### config.mk
export PLATFORM = sky130hd
export DESIGN_NAME = ring_buffer_deque
export DESIGN_NICKNAME = d
export VERILOG_FILES = /design/src/rtl/rbd_pkg.sv /design/src/rtl/rbd_ctrl.sv /design/src/rtl/rbd_datapath.sv /design/src/rtl/ring_buffer_deque.sv
export SDC_FILE = /design/constraint.sdc
export NUM_CORES = 1
export LEC_CHECK = 0
export ABC_AREA = 1
export CORE_ASPECT_RATIO = 0.7
export CORE_MARGIN = 8
export CORE_UTILIZATION = 55
export CTS_BUF_LIST = sky130_fd_sc_hd__clkbuf_4 sky130_fd_sc_hd__clkbuf_8
export DETAILED_ROUTE_END_ITERATION = 10
export DONT_BUFFER_PORTS = 1
export GPL_TIMING_DRIVEN = 0
export PLACE_DENSITY = 0.74
export SKIP_LAST_GASP = 1
export SLEW_MARGIN = 30
export SYNTH_ARGS = -nofsm -noshare
export SYNTH_HDL_FRONTEND = slang
export SYNTH_SLANG_ARGS = --single-unit
export TNS_END_PERCENT = 30
### constraint.sdc
create_clock -name clk -period 6.8 [get_ports clk]
set_clock_uncertainty 0.05 [all_clocks]
set_input_delay 1.7 -clock clk [delete_from_list [all_inputs] [get_ports clk]]
set_output_delay 1.7 -clock clk [all_outputs]
set_load 0.02 [all_outputs]
### src/rtl/rbd_pkg.sv
// ----------------------------------------------------------------------------
// rbd_pkg
// Shared types and constants for the ring buffer deque.
// ----------------------------------------------------------------------------
package rbd_pkg;

  // Storage defaults
  localparam int DEPTH_DEFAULT      = 16;
  localparam int DATA_WIDTH_DEFAULT = 32;

  // Fixed field widths
  localparam int CMD_W  = 2;
  localparam int WORD_W = 32;
  localparam int CAP_W  = 5;
  localparam int STAT_W = 2;

  // Byte-padded stream widths
  localparam int S_TDATA_W = 32;
  localparam int M_TDATA_W = 40;

  localparam logic [CAP_W-1:0] CAP_RESET = 5'd16;

  // Command codes
  typedef enum logic [CMD_W-1:0] {
    CMD_PUSH_HEAD = 2'd0,
    CMD_PUSH_TAIL = 2'd1,
    CMD_POP_HEAD  = 2'd2,
    CMD_POP_TAIL  = 2'd3
  } cmd_t;

  // Result status codes
  typedef enum logic [STAT_W-1:0] {
    STAT_OK    = 2'd0,
    STAT_FULL  = 2'd1,
    STAT_EMPTY = 2'd2
  } status_t;

  // Controller states
  typedef enum logic {
    ST_IDLE,
    ST_RESULT
  } state_t;

  // Controller -> datapath
  typedef struct packed {
    logic exec;   // transfer accepted, run the command
    logic load;   // move the result into the output register
  } ctrl_cmd_t;

  // Datapath -> controller
  typedef struct packed {
    logic out_busy;  // output register holds a result not taken this cycle
  } dp_stat_t;

endpackage

### src/rtl/rbd_ctrl.sv
// ----------------------------------------------------------------------------
// rbd_ctrl
// Sequencer: accepts one command, then waits for the output slot.
// ----------------------------------------------------------------------------
module rbd_ctrl (
  input  logic               clk,
  input  logic               rst,
  input  logic               in_valid,
  output logic               in_ready,
  input  rbd_pkg::dp_stat_t  stat,
  output rbd_pkg::ctrl_cmd_t cmd
);

  rbd_pkg::state_t state;
  rbd_pkg::state_t state_next;

  always_ff @(posedge clk) begin
    if (rst) begin
      state <= rbd_pkg::ST_IDLE;
    end else begin
      state <= state_next;
    end
  end

  always_comb begin
    state_next = state;
    case (state)
      rbd_pkg::ST_IDLE: begin
        if (in_valid) state_next = rbd_pkg::ST_RESULT;
      end
      rbd_pkg::ST_RESULT: begin
        if (!stat.out_busy) state_next = rbd_pkg::ST_IDLE;
      end
      default: begin
        state_next = rbd_pkg::ST_IDLE;
      end
    endcase
  end

  always_comb begin
    in_ready = 1'b0;
    cmd      = '0;
    case (state)
      rbd_pkg::ST_IDLE: begin
        in_ready = 1'b1;
        cmd.exec = in_valid;
      end
      rbd_pkg::ST_RESULT: begin
        cmd.load = !stat.out_busy;
      end
      default: begin
        in_ready = 1'b0;
      end
    endcase
  end

endmodule

### src/rtl/rbd_datapath.sv
// ----------------------------------------------------------------------------
// rbd_datapath
// Store, head/tail pointers, fill count, capacity register, result register.
// ----------------------------------------------------------------------------
module rbd_datapath #(
  parameter int DEPTH      = rbd_pkg::DEPTH_DEFAULT,
  parameter int DATA_WIDTH = rbd_pkg::DATA_WIDTH_DEFAULT
) (
  input  logic                      clk,
  input  logic                      rst,
  input  rbd_pkg::ctrl_cmd_t        cmd,
  output rbd_pkg::dp_stat_t         stat,
  input  logic                      cfg_wr_en,
  input  logic [rbd_pkg::CAP_W-1:0] cfg_wr_data,
  input  logic [rbd_pkg::CMD_W-1:0] in_cmd,
  input  logic [rbd_pkg::WORD_W-1:0] in_data,
  output logic                      out_valid,
  input  logic                      out_ready,
  output logic [rbd_pkg::STAT_W-1:0] out_status,
  output logic [rbd_pkg::WORD_W-1:0] out_pop_data,
  output logic [rbd_pkg::CAP_W-1:0] out_count
);

  localparam int PTR_W  = (DEPTH > 1) ? $clog2(DEPTH) : 1;
  localparam int FILL_W = ($clog2(DEPTH + 1) > rbd_pkg::CAP_W) ?
                          $clog2(DEPTH + 1) : rbd_pkg::CAP_W;
  localparam logic [FILL_W-1:0] DEPTH_F = FILL_W'(DEPTH);

  logic [DATA_WIDTH-1:0]     mem [DEPTH];
  logic [rbd_pkg::CAP_W-1:0] capacity;
  logic [PTR_W-1:0]          head, head_next;
  logic [PTR_W-1:0]          tail, tail_next;
  logic [FILL_W-1:0]         fill, fill_next;

  logic [FILL_W-1:0]         cap_raw, cap_eff;
  logic [FILL_W-1:0]         head_p1, tail_p1;
  logic [PTR_W-1:0]          head_inc, head_dec, tail_inc, tail_dec, cap_last;
  logic                      full, empty;

  logic [PTR_W-1:0]          addr;
  logic                      wr_en, rd_en, is_push;
  logic [rbd_pkg::STAT_W-1:0] status_c;

  // per-item result, held until the output slot frees up
  logic [DATA_WIDTH-1:0]      rd_data;
  logic                       res_pop;
  logic [rbd_pkg::STAT_W-1:0] res_status;
  logic [rbd_pkg::CAP_W-1:0]  res_count;

  // clamp capacity to 1..DEPTH
  always_comb begin
    cap_raw = FILL_W'(capacity);
    if (cap_raw == '0)         cap_eff = FILL_W'(1);
    else if (cap_raw > DEPTH_F) cap_eff = DEPTH_F;
    else                        cap_eff = cap_raw;
  end

  // wrap by compare, never divide
  assign cap_last = PTR_W'(cap_eff - FILL_W'(1));
  assign head_p1  = FILL_W'(head) + FILL_W'(1);
  assign tail_p1  = FILL_W'(tail) + FILL_W'(1);
  assign head_inc = (head_p1 >= cap_eff) ? '0 : PTR_W'(head_p1);
  assign tail_inc = (tail_p1 >= cap_eff) ? '0 : PTR_W'(tail_p1);
  assign head_dec = (head == '0) ? cap_last : head - PTR_W'(1);
  assign tail_dec = (tail == '0) ? cap_last : tail - PTR_W'(1);

  assign full    = (fill >= cap_eff);
  assign empty   = (fill == '0);
  assign is_push = (in_cmd == rbd_pkg::CMD_PUSH_HEAD) || (in_cmd == rbd_pkg::CMD_PUSH_TAIL);

  always_comb begin
    head_next = head;
    tail_next = tail;
    fill_next = fill;
    addr      = head;
    wr_en     = 1'b0;
    rd_en     = 1'b0;
    status_c  = rbd_pkg::STAT_OK;
    case (in_cmd)
      rbd_pkg::CMD_PUSH_HEAD: begin
        addr = head_dec;
        if (full) begin
          status_c = rbd_pkg::STAT_FULL;
        end else begin
          wr_en     = 1'b1;
          head_next = head_dec;
          fill_next = fill + FILL_W'(1);
        end
      end
      rbd_pkg::CMD_PUSH_TAIL: begin
        addr = tail;
        if (full) begin
          status_c = rbd_pkg::STAT_FULL;
        end else begin
          wr_en     = 1'b1;
          tail_next = tail_inc;
          fill_next = fill + FILL_W'(1);
        end
      end
      rbd_pkg::CMD_POP_HEAD: begin
        addr = head;
        if (empty) begin
          status_c = rbd_pkg::STAT_EMPTY;
        end else begin
          rd_en     = 1'b1;
          head_next = head_inc;
          fill_next = fill - FILL_W'(1);
        end
      end
      rbd_pkg::CMD_POP_TAIL: begin
        addr = tail_dec;
        if (empty) begin
          status_c = rbd_pkg::STAT_EMPTY;
        end else begin
          rd_en     = 1'b1;
          tail_next = tail_dec;
          fill_next = fill - FILL_W'(1);
        end
      end
      default: begin
        status_c = rbd_pkg::STAT_OK;
      end
    endcase
  end

  always_ff @(posedge clk) begin
    if (rst) begin
      capacity <= rbd_pkg::CAP_RESET;
    end else if (cfg_wr_en) begin
      capacity <= cfg_wr_data;
    end
  end

  always_ff @(posedge clk) begin
    if (rst) begin
      head <= '0;
      tail <= '0;
      fill <= '0;
    end else if (cmd.exec) begin
      head <= head_next;
      tail <= tail_next;
      fill <= fill_next;
    end
  end

  // store: one write or one registered read per item
  always_ff @(posedge clk) begin
    if (cmd.exec && wr_en) begin
      mem[addr] <= DATA_WIDTH'(in_data);
    end
    if (cmd.exec && rd_en) begin
      rd_data <= mem[addr];
    end
  end

  always_ff @(posedge clk) begin
    if (cmd.exec) begin
      res_pop    <= rd_en;
      res_status <= status_c;
      res_count  <= rbd_pkg::CAP_W'(fill_next);
    end
  end

  // output register
  always_ff @(posedge clk) begin
    if (rst) begin
      out_valid <= 1'b0;
    end else if (cmd.load) begin
      out_valid <= 1'b1;
    end else if (out_ready) begin
      out_valid <= 1'b0;
    end
  end

  always_ff @(posedge clk) begin
    if (cmd.load) begin
      out_status   <= res_status;
      out_count    <= res_count;
      out_pop_data <= res_pop ? rbd_pkg::WORD_W'(rd_data) : '0;
    end
  end

  assign stat.out_busy = out_valid && !out_ready;

  // a refused push leaves the deque untouched
  a_full_no_change: assert property (@(posedge clk) disable iff (rst)
    (cmd.exec && is_push && full) |=>
      ($stable(head) && $stable(tail) && $stable(fill)))
    else $error("refused push changed deque state");

  // an accepted push grows the fill by one
  a_push_fill: assert property (@(posedge clk) disable iff (rst)
    (cmd.exec && is_push && !full) |=> (fill == $past(fill) + FILL_W'(1)))
    else $error("push did not increment fill");

  // never overwrite a result that has not been taken
  a_no_overwrite: assert property (@(posedge clk) disable iff (rst)
    cmd.load |-> !(out_valid && !out_ready))
    else $error("result register overwritten");

  // fill stays within the store
  a_fill_bound: assert property (@(posedge clk) disable iff (rst)
    cmd.exec |=> (fill <= DEPTH_F))
    else $error("fill exceeded depth");

endmodule

### src/rtl/ring_buffer_deque.sv
// ----------------------------------------------------------------------------
// ring_buffer_deque
// Double-ended queue of data words in a circular store.
// ----------------------------------------------------------------------------
// Input stream (s_axis): one command per transfer. tuser carries the command
// (push head, push tail, pop head, pop tail), tdata the word to push.
// Output stream (m_axis): exactly one result per command. tuser carries the
// status (ok, full, empty), tdata the popped word (zero unless a pop
// succeeded) and the number of stored words after the command.
// Config: cfg_wr_en/cfg_wr_data set the capacity (wrap point of both
// pointers, clamped to 1..DEPTH). Write it only while the deque is empty
// and idle.
// Timing: a command is taken on its input transfer (pointers, count and store
// updated, store read registered into the result stage), and its result is
// loaded into the output register once that register is free, which raises
// m_axis_tvalid. A new command is not accepted until the previous result has
// been loaded, because of the registered store read and the two-state
// sequencer.
// Stall: a result waiting on m_axis_tready lets one more command execute; it
// parks in the result stage and s_axis_tready stays low until the output
// register frees up.
// Reset: pointers and count clear, capacity returns to 16; store contents
// are not cleared and are only read after being written.
// ----------------------------------------------------------------------------
module ring_buffer_deque #(
  parameter int DEPTH      = rbd_pkg::DEPTH_DEFAULT,
  parameter int DATA_WIDTH = rbd_pkg::DATA_WIDTH_DEFAULT
) (
  input  logic                          clk,
  input  logic                          rst,
  // slave stream
  input  logic                          s_axis_tvalid,
  output logic                          s_axis_tready,
  input  logic [rbd_pkg::S_TDATA_W-1:0] s_axis_tdata,   // [31:0] push_data
  input  logic [rbd_pkg::CMD_W-1:0]     s_axis_tuser,   // [1:0] cmd
  // master stream
  output logic                          m_axis_tvalid,
  input  logic                          m_axis_tready,
  output logic [rbd_pkg::M_TDATA_W-1:0] m_axis_tdata,   // [31:0] pop_data, [36:32] count
  output logic [rbd_pkg::STAT_W-1:0]    m_axis_tuser,   // [1:0] status
  // capacity register
  input  logic                          cfg_wr_en,
  input  logic [rbd_pkg::CAP_W-1:0]     cfg_wr_data
);

  rbd_pkg::ctrl_cmd_t ctrl_cmd;
  rbd_pkg::dp_stat_t  dp_stat;

  logic [rbd_pkg::WORD_W-1:0] pop_data;
  logic [rbd_pkg::CAP_W-1:0]  count;

  rbd_ctrl u_ctrl (
    .clk      (clk),
    .rst      (rst),
    .in_valid (s_axis_tvalid),
    .in_ready (s_axis_tready),
    .stat     (dp_stat),
    .cmd      (ctrl_cmd)
  );

  rbd_datapath #(
    .DEPTH      (DEPTH),
    .DATA_WIDTH (DATA_WIDTH)
  ) u_datapath (
    .clk          (clk),
    .rst          (rst),
    .cmd          (ctrl_cmd),
    .stat         (dp_stat),
    .cfg_wr_en    (cfg_wr_en),
    .cfg_wr_data  (cfg_wr_data),
    .in_cmd       (s_axis_tuser),
    .in_data      (s_axis_tdata[rbd_pkg::WORD_W-1:0]),
    .out_valid    (m_axis_tvalid),
    .out_ready    (m_axis_tready),
    .out_status   (m_axis_tuser),
    .out_pop_data (pop_data),
    .out_count    (count)
  );

  // pack result: pop_data low, count above, zero pad to 40 bits
  assign m_axis_tdata = {
    {(rbd_pkg::M_TDATA_W - rbd_pkg::WORD_W - rbd_pkg::CAP_W){1'b0}},
    count,
    pop_data
  };

endmodule

# After elaboration in Yosys (flattened, before gate mapping)
# Memory sizes are Yosys's and may differ from the RTL's. A register that Yosys moved wholly into a read port is not among the register bits.
# Index checks and enable logic that the tools add are counted.
# word_totals
regBits	67
latch_bits	0
ramBits	512
mem_bits_ro	0
input_bits	44
output_inout_bits	44
word_cells	82
memories	1
# mem_list
memory	depth	word_bits	rd	rd_ports_with_merged_regs	write_ports	line	text
u_datapath.mem	16	32	1	1	1	rbd_datapath.sv:29	logic [DATA_WIDTH-1:0] mem [DEPTH];
# classes
n_addsub	7
n_mul	0
div	0
n_lt_le_gt_ge	4
n_eq_ne	7
shifts	0
muxes	33
n_bitwise	1
n_reduce_logical	17
# op_table
op	n
4-bit two-way mux	8
5-bit two-way mux	4
4-bit case mux with 2 select lines	2
4-bit case mux with 4 select lines	1
5-bit greater-or-equal comparator	3
1-bit two-way mux	14
4-bit by 1-bit subtractor with 4-bit output (second input constant)	3
4-bit by 1-bit adder with 5-bit output (second input constant)	2
5-bit zero test	2
5-bit case mux with 2 select lines	1
4-bit zero test	2
2-bit != test (second input constant)	4
4-bit AND reduction	2
2-bit nonzero test	3
5-bit by 1-bit adder with 5-bit output (second input constant)	1
5-bit > comparator (second input constant)	1
5-bit by 1-bit subtractor with 5-bit output (second input constant)	1
2-bit == test (second input constant)	2
2-bit case mux with 2 select lines	1
2-bit OR reduction	2
1-bit logical AND	3
2-bit by 1-bit == test with 1-bit output (second input constant)	1
1-bit zero test	2
2-bit zero test	1
3 further kinds	3

# Longest topological paths before layout
# Gate-level depths: netlist of the first run.
# logic_depth
depth_word	9
mapped_depth	18
ltp_nobuf	16

# Cells and area by module
# A second synthesis of the first run with hierarchy kept.
# unflattened
hier_cells	2571
area_unflattened_um2	26509.2
# by_module_without_submodules
module	instances	cells_each	area_each_um2	seq_area_each_um2
rbd_datapath	1	2556	26422.8	18127.4
rbd_ctrl	1	11	60.1	20.0
ring_buffer_deque	1	4	26.3	0.0

# Worst setup path after synthesis of the first run
# OpenSTA, ideal clock, no wires.
# synth_path
path_kind	input -> register
start	input port s_axis_tvalid
end	memory u_datapath.mem[12][0] in the netlist's numbering (enable)
setup_ps	421
arrival_time_ps	4611
path_slack_ps	1718
path_stages	6
path_buffers	0
path_cell_list	inv_1 nor2_1 clkinv_1 nor3_1 nand3_1 nor2_1
# synth_rtl
element	line	text
start, declared	ring_buffer_deque.sv:32	input logic s_axis_tvalid,
end, declared	rbd_datapath.sv:29	

==> impl_results.md, run 1 <==
- Outcome: complete, no violations
- Total vias in the final route: about 19000
- Worst-Skew Late Latency: 660 ps
- Largest family of logic cells by synthesized area: simple AND/OR/NAND/NOR gates
- Startpoint Class: input pin
- Core area: 47700 um^2
- Tcrit/Tclk final: 0.730
- Cell taking the most area after synthesis: edfxtp_1
- Final setup vio count: 0
- Vias per cell: 5.66
- Placer Congestion: 0.900
- Max VDD drop: 0.176 mV
- Post-route minimum period: 4970 ps
- Mapped Area: between 20000 and 30000 um^2
- Post-cts repair resize count: 0
- Initial antenna violation count: 0
- Final ANT Viol Nets: 0
- Total track usage: 0.262
- Compound-Gate Fraction of Synth Area: 0.0123
- CP arrival: 5260 ps
- Avg Cell Area, Syn: 10.3 um^2
- Layout Utilization: 0.628
- Synth Instances: 2559
- Clock power frac: 0.335
- Postcts setup bufs: 0
- Place WS: 1350 ps
- Pre-antenna DRT Iters: 7
- Die width: 278 um
- #FFs+latches synth: 611
- Max-cap violations: 0
- Final wirelength: 73.2 mm
- Vias in the first global route: 18600
- Setup CP Type: input pin to register
- Fin. Hold Viols: 0
- Worst hold path type: register to register
- R2R cell count: 12
- CTS tree: done
- Psw: between 2 and 2.5 mW
- Sw Share: 0.286
- Sequential area share after synthesis: 0.685
- Synth area leaders: edfxtp_1, nand2_1, nand3_1
- Layout cell share with drive strength beyond 1: 0.121
- Logic pwr share: 0.166
- Power per cell area: 288 nW/um^2
- Adder-Cell Fraction of Synth Area: 0.0104
- Total gr overflow: 0
- RSZ-0062 raised after global routing: no
- Distinct cells, synth: 37
- Die H: 200 um
- Clk buf depth: 3
- Crit. End Element: register
- Worst-path clk slew: approximately 70 ps
- Hold Crit Depth: 0
- Initial Util: 0.555
- DRC: 0
- Final net count: 2749
- Number of DRC markers in iteration 0: 2761
- Row Count: 67
- Synth Area in Simple Gates: 0.239
- Post-synth top flop: edfxtp_1
- Leakage: 12.7 nW
- Max Freq: 201 MHz
- Crit-path max FO: 17
- Largest net degree at the start of global routing: 19
- PortBufs: 0
- Post-synth EDFFs: 591
- Clk sinks: 611
- Area Growth Syn to Fin: 13.2%
- Asr flop ratio synth: 0
- H-tree levels: 3
- Post-CTS Hold Fix Bufs: 0
- Area share of the largest cell type after synthesis: 0.670
- Worst path required time: between 7000 and 8000 ps
- Setup ws final: 1830 ps
- Max_slew headroom: 0.389
- Root buf cell: clkbuf_8
- Register share of total power: 0.499
- # IOs: 88
- Synthesis warning total: 0
- Layout fillers: ~3600
- Die area: around 56000 um^2
- Number of buffers created by CTS: 89
- Post-Synth XOR/XNOR Area: 0.00364
- DR WL/cell: between 20 and 25 um
- Global-route wire length before repair: 110 mm
- Mux cell area share after synthesis: 0
- ANT cells: 0
- Worst Tran Pin Value: 909 ps
- Post-layout power: 8.65 mW
- Cell Int Power: 6.17 mW
- Max Slew Vio Count: 0
- HPWL after DPL: about 50 mm
==> registers in the layout, summed over array words and instances, names as in the netlist, 2 cells and up <==
name / flops
u_datapath.fill: 5
u_datapath.out_count: 5
u_datapath.rd_data: 32
u_datapath.cap_raw: 5
u_datapath.res_count: 5
u_datapath.res_status: 2
u_datapath.head: 4
u_datapath.mem: 512
u_datapath.out_pop_data: 32
u_datapath.out_status: 2
u_datapath.tail: 4
==> area by class of cell <==
cell class / instances / area (um^2) / area share
buffer: 133 / 751 / 0.0251
clock buffer: 128 / 1560 / 0.0521
clock inverter: 35 / 185 / 0.00618
inverter: 148 / 556 / 0.0185
multi-input combinational: 1669 / 7180 / 0.239
sequential: 611 / 18100 / 0.606
tap: 621 / 777 / 0.0259
timing repair buffer: 31 / 816 / 0.0272
==> cell usage after synthesis (7+ instances only) <==
master / number
buf_2: 81
o21ai_0: 26
clkbuf_1: 14
a21oi_1: 15
edfxtp_1: 591
xor2_1: 10
ha_1: 22
inv_2: 7
buf_4: 36
nand3_1: 283
nand2_1: 1220
nor2_1: 55
inv_1: 140
dfxtp_1: 20
==> worst max-delay path, stage by stage <==
cell      delay [ps]
inv_1             40
nor2_2           560
clkinv_1         490
nor3_1           850
nand3_1          560
nor2_4           770
buf_16           250
==> logic make-up (layout without fill, tap and decap cells) <==
kind of cell               count (synthesis)  in the layout
AOI/OAI and AO/OA                         57             57
xor gates and xnor gates                  11             11
adders and majority gates                 22             22
buffers and inverters                    281            475
DFF                                      611            611
other                                      1              3
and+or+nand+nor                         1576           1576
==> per-layer routing <==
metal	vias to the layer above	wire length (um)	part of all wire	GRT usage
met5	-	0	0	0
met1	8933	28600	0.39	0.356
li1	8726	-	-	-
met2	1263	32000	0.44	0.404
met3	197	9870	0.13	0.0677
met4	0	2750	0.038	0.105
==> power by group through the flow <==
stage	combinational [mW]	sequential (mW)	clock [mW]
after floorplan	0.908	4.38	0
after global placement	1.31	4.40	0
after detailed placement	1.39	4.39	0
after CTS	1.40	4.31	2.93
after global routing	1.57	4.32	3.09
final	1.43	4.31	2.90
==> metrics by stage <==
step                      instances  hold slack, ps  instance area [um^2]  TNS [ps]
after floorplan                2561             350                 26500         0
after global placement         3182             356                 27300   -304190
after detailed placement       3213             355                 28200         0
after CTS                      3376             370                 30000         0
after global routing           3376             385                 30000         0
final                          3376             368                 30000         0
==> final timing paths <==
| path | from | endpoint | slack (ps) |
|---|---|---|---|
| max | s_axis_tvalid | u_datapath.mem[6][19]$_DFFE_PP_ | 1830 |
| min | u_datapath.res_count[0]$_DFFE_PP_ | u_datapath.out_count[0]$_DFFE_PP_ | 370 |
| max reg2reg | u_datapath.cap_raw[1]$_SDFFE_PP0P_ | u_datapath.mem[6][19]$_DFFE_PP_ | 2490 |
| min reg2reg | u_datapath.res_count[0]$_DFFE_PP_ | u_datapath.out_count[0]$_DFFE_PP_ | 370 |
==> layout by cell type, fill, tap and decap left out, types with 3 or more instances in the layout <==
cell | Yosys | final
a21oi_1 | 15 | 14
buf_16 | 0 | 28
buf_2 | 81 | 81
buf_4 | 36 | 36
buf_8 | 0 | 3
clkbuf_1 | 14 | 14
clkbuf_4 | 0 | 32
clkbuf_8 | 0 | 96
clkinv_1 | 1 | 20
clkinv_2 | 0 | 12
conb_1 | 1 | 3
dfxtp_1 | 20 | 20
edfxtp_1 | 591 | 591
ha_1 | 22 | 22
inv_1 | 140 | 140
inv_2 | 7 | 7
nand2_1 | 1220 | 1220
nand2_2 | 5 | 5
nand3_1 | 283 | 283
nand4_1 | 5 | 5
nor2_1 | 55 | 37
nor2_2 | 2 | 3
nor2_4 | 1 | 18
o21ai_0 | 26 | 26
xor2_1 | 10 | 10
Power figures use the tool's default switching activity.
==> inputs of run 2 (changes only) <==
--- a/config.mk
+++ b/config.mk
@@ -13,7 +13,7 @@
 export DETAILED_ROUTE_END_ITERATION = 10
 export DONT_BUFFER_PORTS = 1
 export GPL_TIMING_DRIVEN = 0
-export PLACE_DENSITY = 0.74
+export PLACE_DENSITY = 0.77
 export SKIP_LAST_GASP = 1
 export SLEW_MARGIN = 30
 export SYNTH_ARGS = -nofsm -noshare
==> constraint.sdc (replaced) <==
create_clock -name clk -period 4.45 [get_ports clk]
set_clock_uncertainty 0.05 [all_clocks]
set_input_delay 1.1125 -clock clk [delete_from_list [all_inputs] [get_ports clk]]
set_output_delay 1.1125 -clock clk [all_outputs]
set_load 0.02 [all_outputs]
==> impl_results.md, run 2 (same netlist as run 1, synthesis figures left out) <==
- Initial Util: 0.555 (unchanged)
- Number of buffers created by CTS: 90 (was 89)
- Worst Tran Pin Value: 903 ps (was 909 ps)
- R2R setup slack: 310 ps (was 2490 ps)
- Pre-antenna DRT Iters: 6 (was 7)
- Worst-Skew Late Latency: 650 ps (was 660 ps)
- Clk sinks: 611 (unchanged)
- Tcrit/Tclk final: 0.930
- Placed cell areas: 28200 um^2 (about the same)
- Psw: 3.80 mW (was 2.47 mW)
- Global-route wire length before repair: 110 mm (about the same)
- Post-cts repair resize count: 0 (unchanged)
- Bufs and invs on worst path: 4 (was 3)
- Outcome: complete, no violations (unchanged)
- Worst R2R Start: u_datapath.cap_raw[1]$_SDFFE_PP0P_ (unchanged)
- Max FFs per register: 512 (unchanged)
- Max_slew headroom: 0.398 (was 0.389)
- Total vias in the final route: 19100 (about the same)
- Leakage: 12.7 nW (about the same)
- Largest net degree at the start of global routing: 20 (was 19)
- Crit-path max FO: 17 (unchanged)
- Sw Share: 0.288 (was 0.286)
- Worst hold path type: register to register (unchanged)
- DR WL/cell: 21.8 um (was 21.7 um)
- Most flop-heavy register: u_datapath.mem (unchanged)
- Die width: 278 um (unchanged)
- R2R cell count: 12 (unchanged)
- Hold Crit Depth: 0 (unchanged)
- Layout cell share with drive strength beyond 1: 0.120 (was 0.121)
- DRC: 0 (unchanged)
- PortBufs: 0 (unchanged)
- Cell Int Power: 9.40 mW (was 6.17 mW)
- Commonest non-fill, non-tap cell in the layout: nand2_1 (unchanged)
- WHS Endpoint: u_datapath.out_count[2]$_DFFE_PP_ (was u_datapath.out_count[0]$_DFFE_PP_)
- Fin. Hold Viols: 0 (unchanged)
- Core area: 47700 um^2 (unchanged)
- Most frequent cells in the layout: nand2_1, edfxtp_1, nand3_1 (unchanged)
- Post-route minimum period: 4140 ps
- ANT cells: 0 (unchanged)
- Max Freq: 242 MHz
- Vias per cell: 5.67 (was 5.66)
- Clk buf depth: 3 (unchanged)
- Cells along the critical path: nor2_1, nand3_1, nand2_1, inv_1, ha_1, o21ai_2, o21ai_2, buf_4, buf_2, nand3_1, nor2_4, buf_16 (was inv_1, nor2_2, clkinv_1, nor3_1, nand3_1, nor2_4, buf_16)
- Setup CP Type: register to register (was input pin to register)
- FF-to-FF End: u_datapath.mem[0][12]$_DFFE_PP_ (was u_datapath.mem[6][19]$_DFFE_PP_)
- Power per cell area: 441 nW/um^2 (was 288 nW/um^2)
- Worst-path clk slew: 60 ps (was 70 ps)
- H-tree levels: 3 (unchanged)
- Logic pwr share: 0.167 (was 0.166)
- Biggest regs: u_datapath.mem (512), u_datapath.out_pop_data (32), u_datapath.rd_data (32) (unchanged)
- Root buf cell: clkbuf_8 (unchanged)
- Die H: 200 um (unchanged)
- Initial antenna violation count: 0 (unchanged)
- Die area: 55500 um^2 (unchanged)
- Number of DRC markers in iteration 0: 2904 (was 2761)
- Critical-path top delay cell: nor2_4 (was nor3_1)
- Final ANT Viol Nets: 0 (unchanged)
- CTS tree: done (unchanged)
- Startpoint Class: register (was input pin)
- Max incr delay on CP: 730 ps (was 850 ps)
- Placer Congestion: 0.881 (was 0.900)
- Clock power frac: 0.334 (was 0.335)
- Setup TNS: 0 ps (unchanged)
- Max VDD drop: 0.300 mV (was 0.176 mV)
- Max-cap violations: 0 (unchanged)
- Max Slew Vio Count: 0 (unchanged)
- Post-CTS Hold Fix Bufs: 0 (unchanged)
- Final standard cell area without fillers: 29900 um^2 (was 30000 um^2)
- Worst path required time: 4750 ps (was 7090 ps)
- Worst hold start: u_datapath.res_count[2]$_DFFE_PP_ (was u_datapath.res_count[0]$_DFFE_PP_)
- Register share of total power: 0.500 (was 0.499)
- Total gr overflow: 0 (unchanged)
- Family with the most delay on the worst path: simple AND/OR/NAND/NOR gates (unchanged)
- HPWL after DPL: 50.2 mm (was 49.9 mm)
- RSZ-0062 raised after global routing: no (unchanged)
- Final setup vio count: 0 (unchanged)
- Postcts setup bufs: 0 (unchanged)
- Total track usage: 0.262 (about the same)
- Final net count: 2748 (was 2749)
- Area Growth Syn to Fin: 12.9% (was 13.2%)
- Vias in the first global route: 18700 (was 18600)
- Row Count: 67 (unchanged)
- # IOs: 88 (unchanged)
- Final wirelength: 73.5 mm (was 73.2 mm)
- CP arrival: 4440 ps (was 5260 ps)
- Crit. End Element: register (unchanged)
## run 2: changes by cell type in the layout (fill, tap and decap cells not counted)
| cell | before | now |
|---|---|---|
| nor3_2 | 0 | 1 |
| clkbuf_4 | 32 | 34 |
| buf_16 | 28 | 27 |
| clkbuf_8 | 96 | 93 |
| buf_8 | 3 | 2 |
| inv_6 | 1 | 3 |
| clkinv_2 | 12 | 8 |
| nor3_1 | 1 | 0 |
| clkinv_1 | 20 | 21 |
## run 2: worst max path at each step
stage          slack (ps)                              end                               start  depth (start not counted)
4_1_cts               150  u_datapath.mem[4][26]$_DFFE_PP_                       s_axis_tvalid                          7
2_1_floorplan         -40  u_datapath.mem[12][0]$_DFFE_PP_                       s_axis_tvalid                          6
5_1_grt               170   u_datapath.mem[0][2]$_DFFE_PP_  u_datapath.cap_raw[1]$_SDFFE_PP0P_                         14
6_report              310  u_datapath.mem[0][12]$_DFFE_PP_  u_datapath.cap_raw[1]$_SDFFE_PP0P_                         12
3_5_place_dp         -530  u_datapath.mem[0][10]$_DFFE_PP_                       s_axis_tvalid                          7
3_3_place_gp        -2700  u_datapath.mem[9][10]$_DFFE_PP_                       s_axis_tvalid                          6
## run 2: stage by stage
stage                util  instances  worst slack (ps)  hold slack (ps)  power (mW)
floorplan               -       2561             -44.8              350        8.08
global placement    0.572       3182             -2700              355        8.72
detailed placement  0.591       3211              -529              357        8.84
CTS                 0.627       3372               155              370        13.2
global route        0.627       3372               165              374        13.7
finish              0.627       3372               312              368        13.2
## run 2: metal layers
metal / GRT usage / vias up / share of wire
met2: 0.401 / 1253 / 0.44
met1: 0.363 / 8952 / 0.40
met3: 0.0625 / 188 / 0.13
met5: 0 / - / 0
li1: - / 8730 / -
met4: 0.103 / 0 / 0.036
## run 2: worst reg2reg max path, cell delays in order, from the launching register on
cell and delay, ps:
dfxtp_1 320, nor2_1 230, nand3_1 130, nand2_1 190, inv_1 70, ha_1 320, o21ai_2 100, o21ai_2 360
buf_4 330, buf_2 340, nand3_1 400, nor2_4 740, buf_16 260
## run 2: area by class of cell
class	instances	area, um^2
Tap cell	621	777
Inverter	148	556
Clock inverter	34	186
Buffer	133	751
Multi-Input combinational cell	1669	7180
Clock buffer	127	1540
Sequential cell	611	18100
Timing Repair Buffer	29	773
Fill cell	3635	17800
## run 2: power groups by stage
stage / clock, mW / sequential, mW / combinational, mW
after floorplan: 0 / 6.69 / 1.39
after global placement: 0 / 6.72 / 2.00
after detailed placement: 0 / 6.71 / 2.13
after CTS: 4.44 / 6.59 / 2.14
after global routing: 4.66 / 6.60 / 2.41
final: 4.41 / 6.59 / 2.20
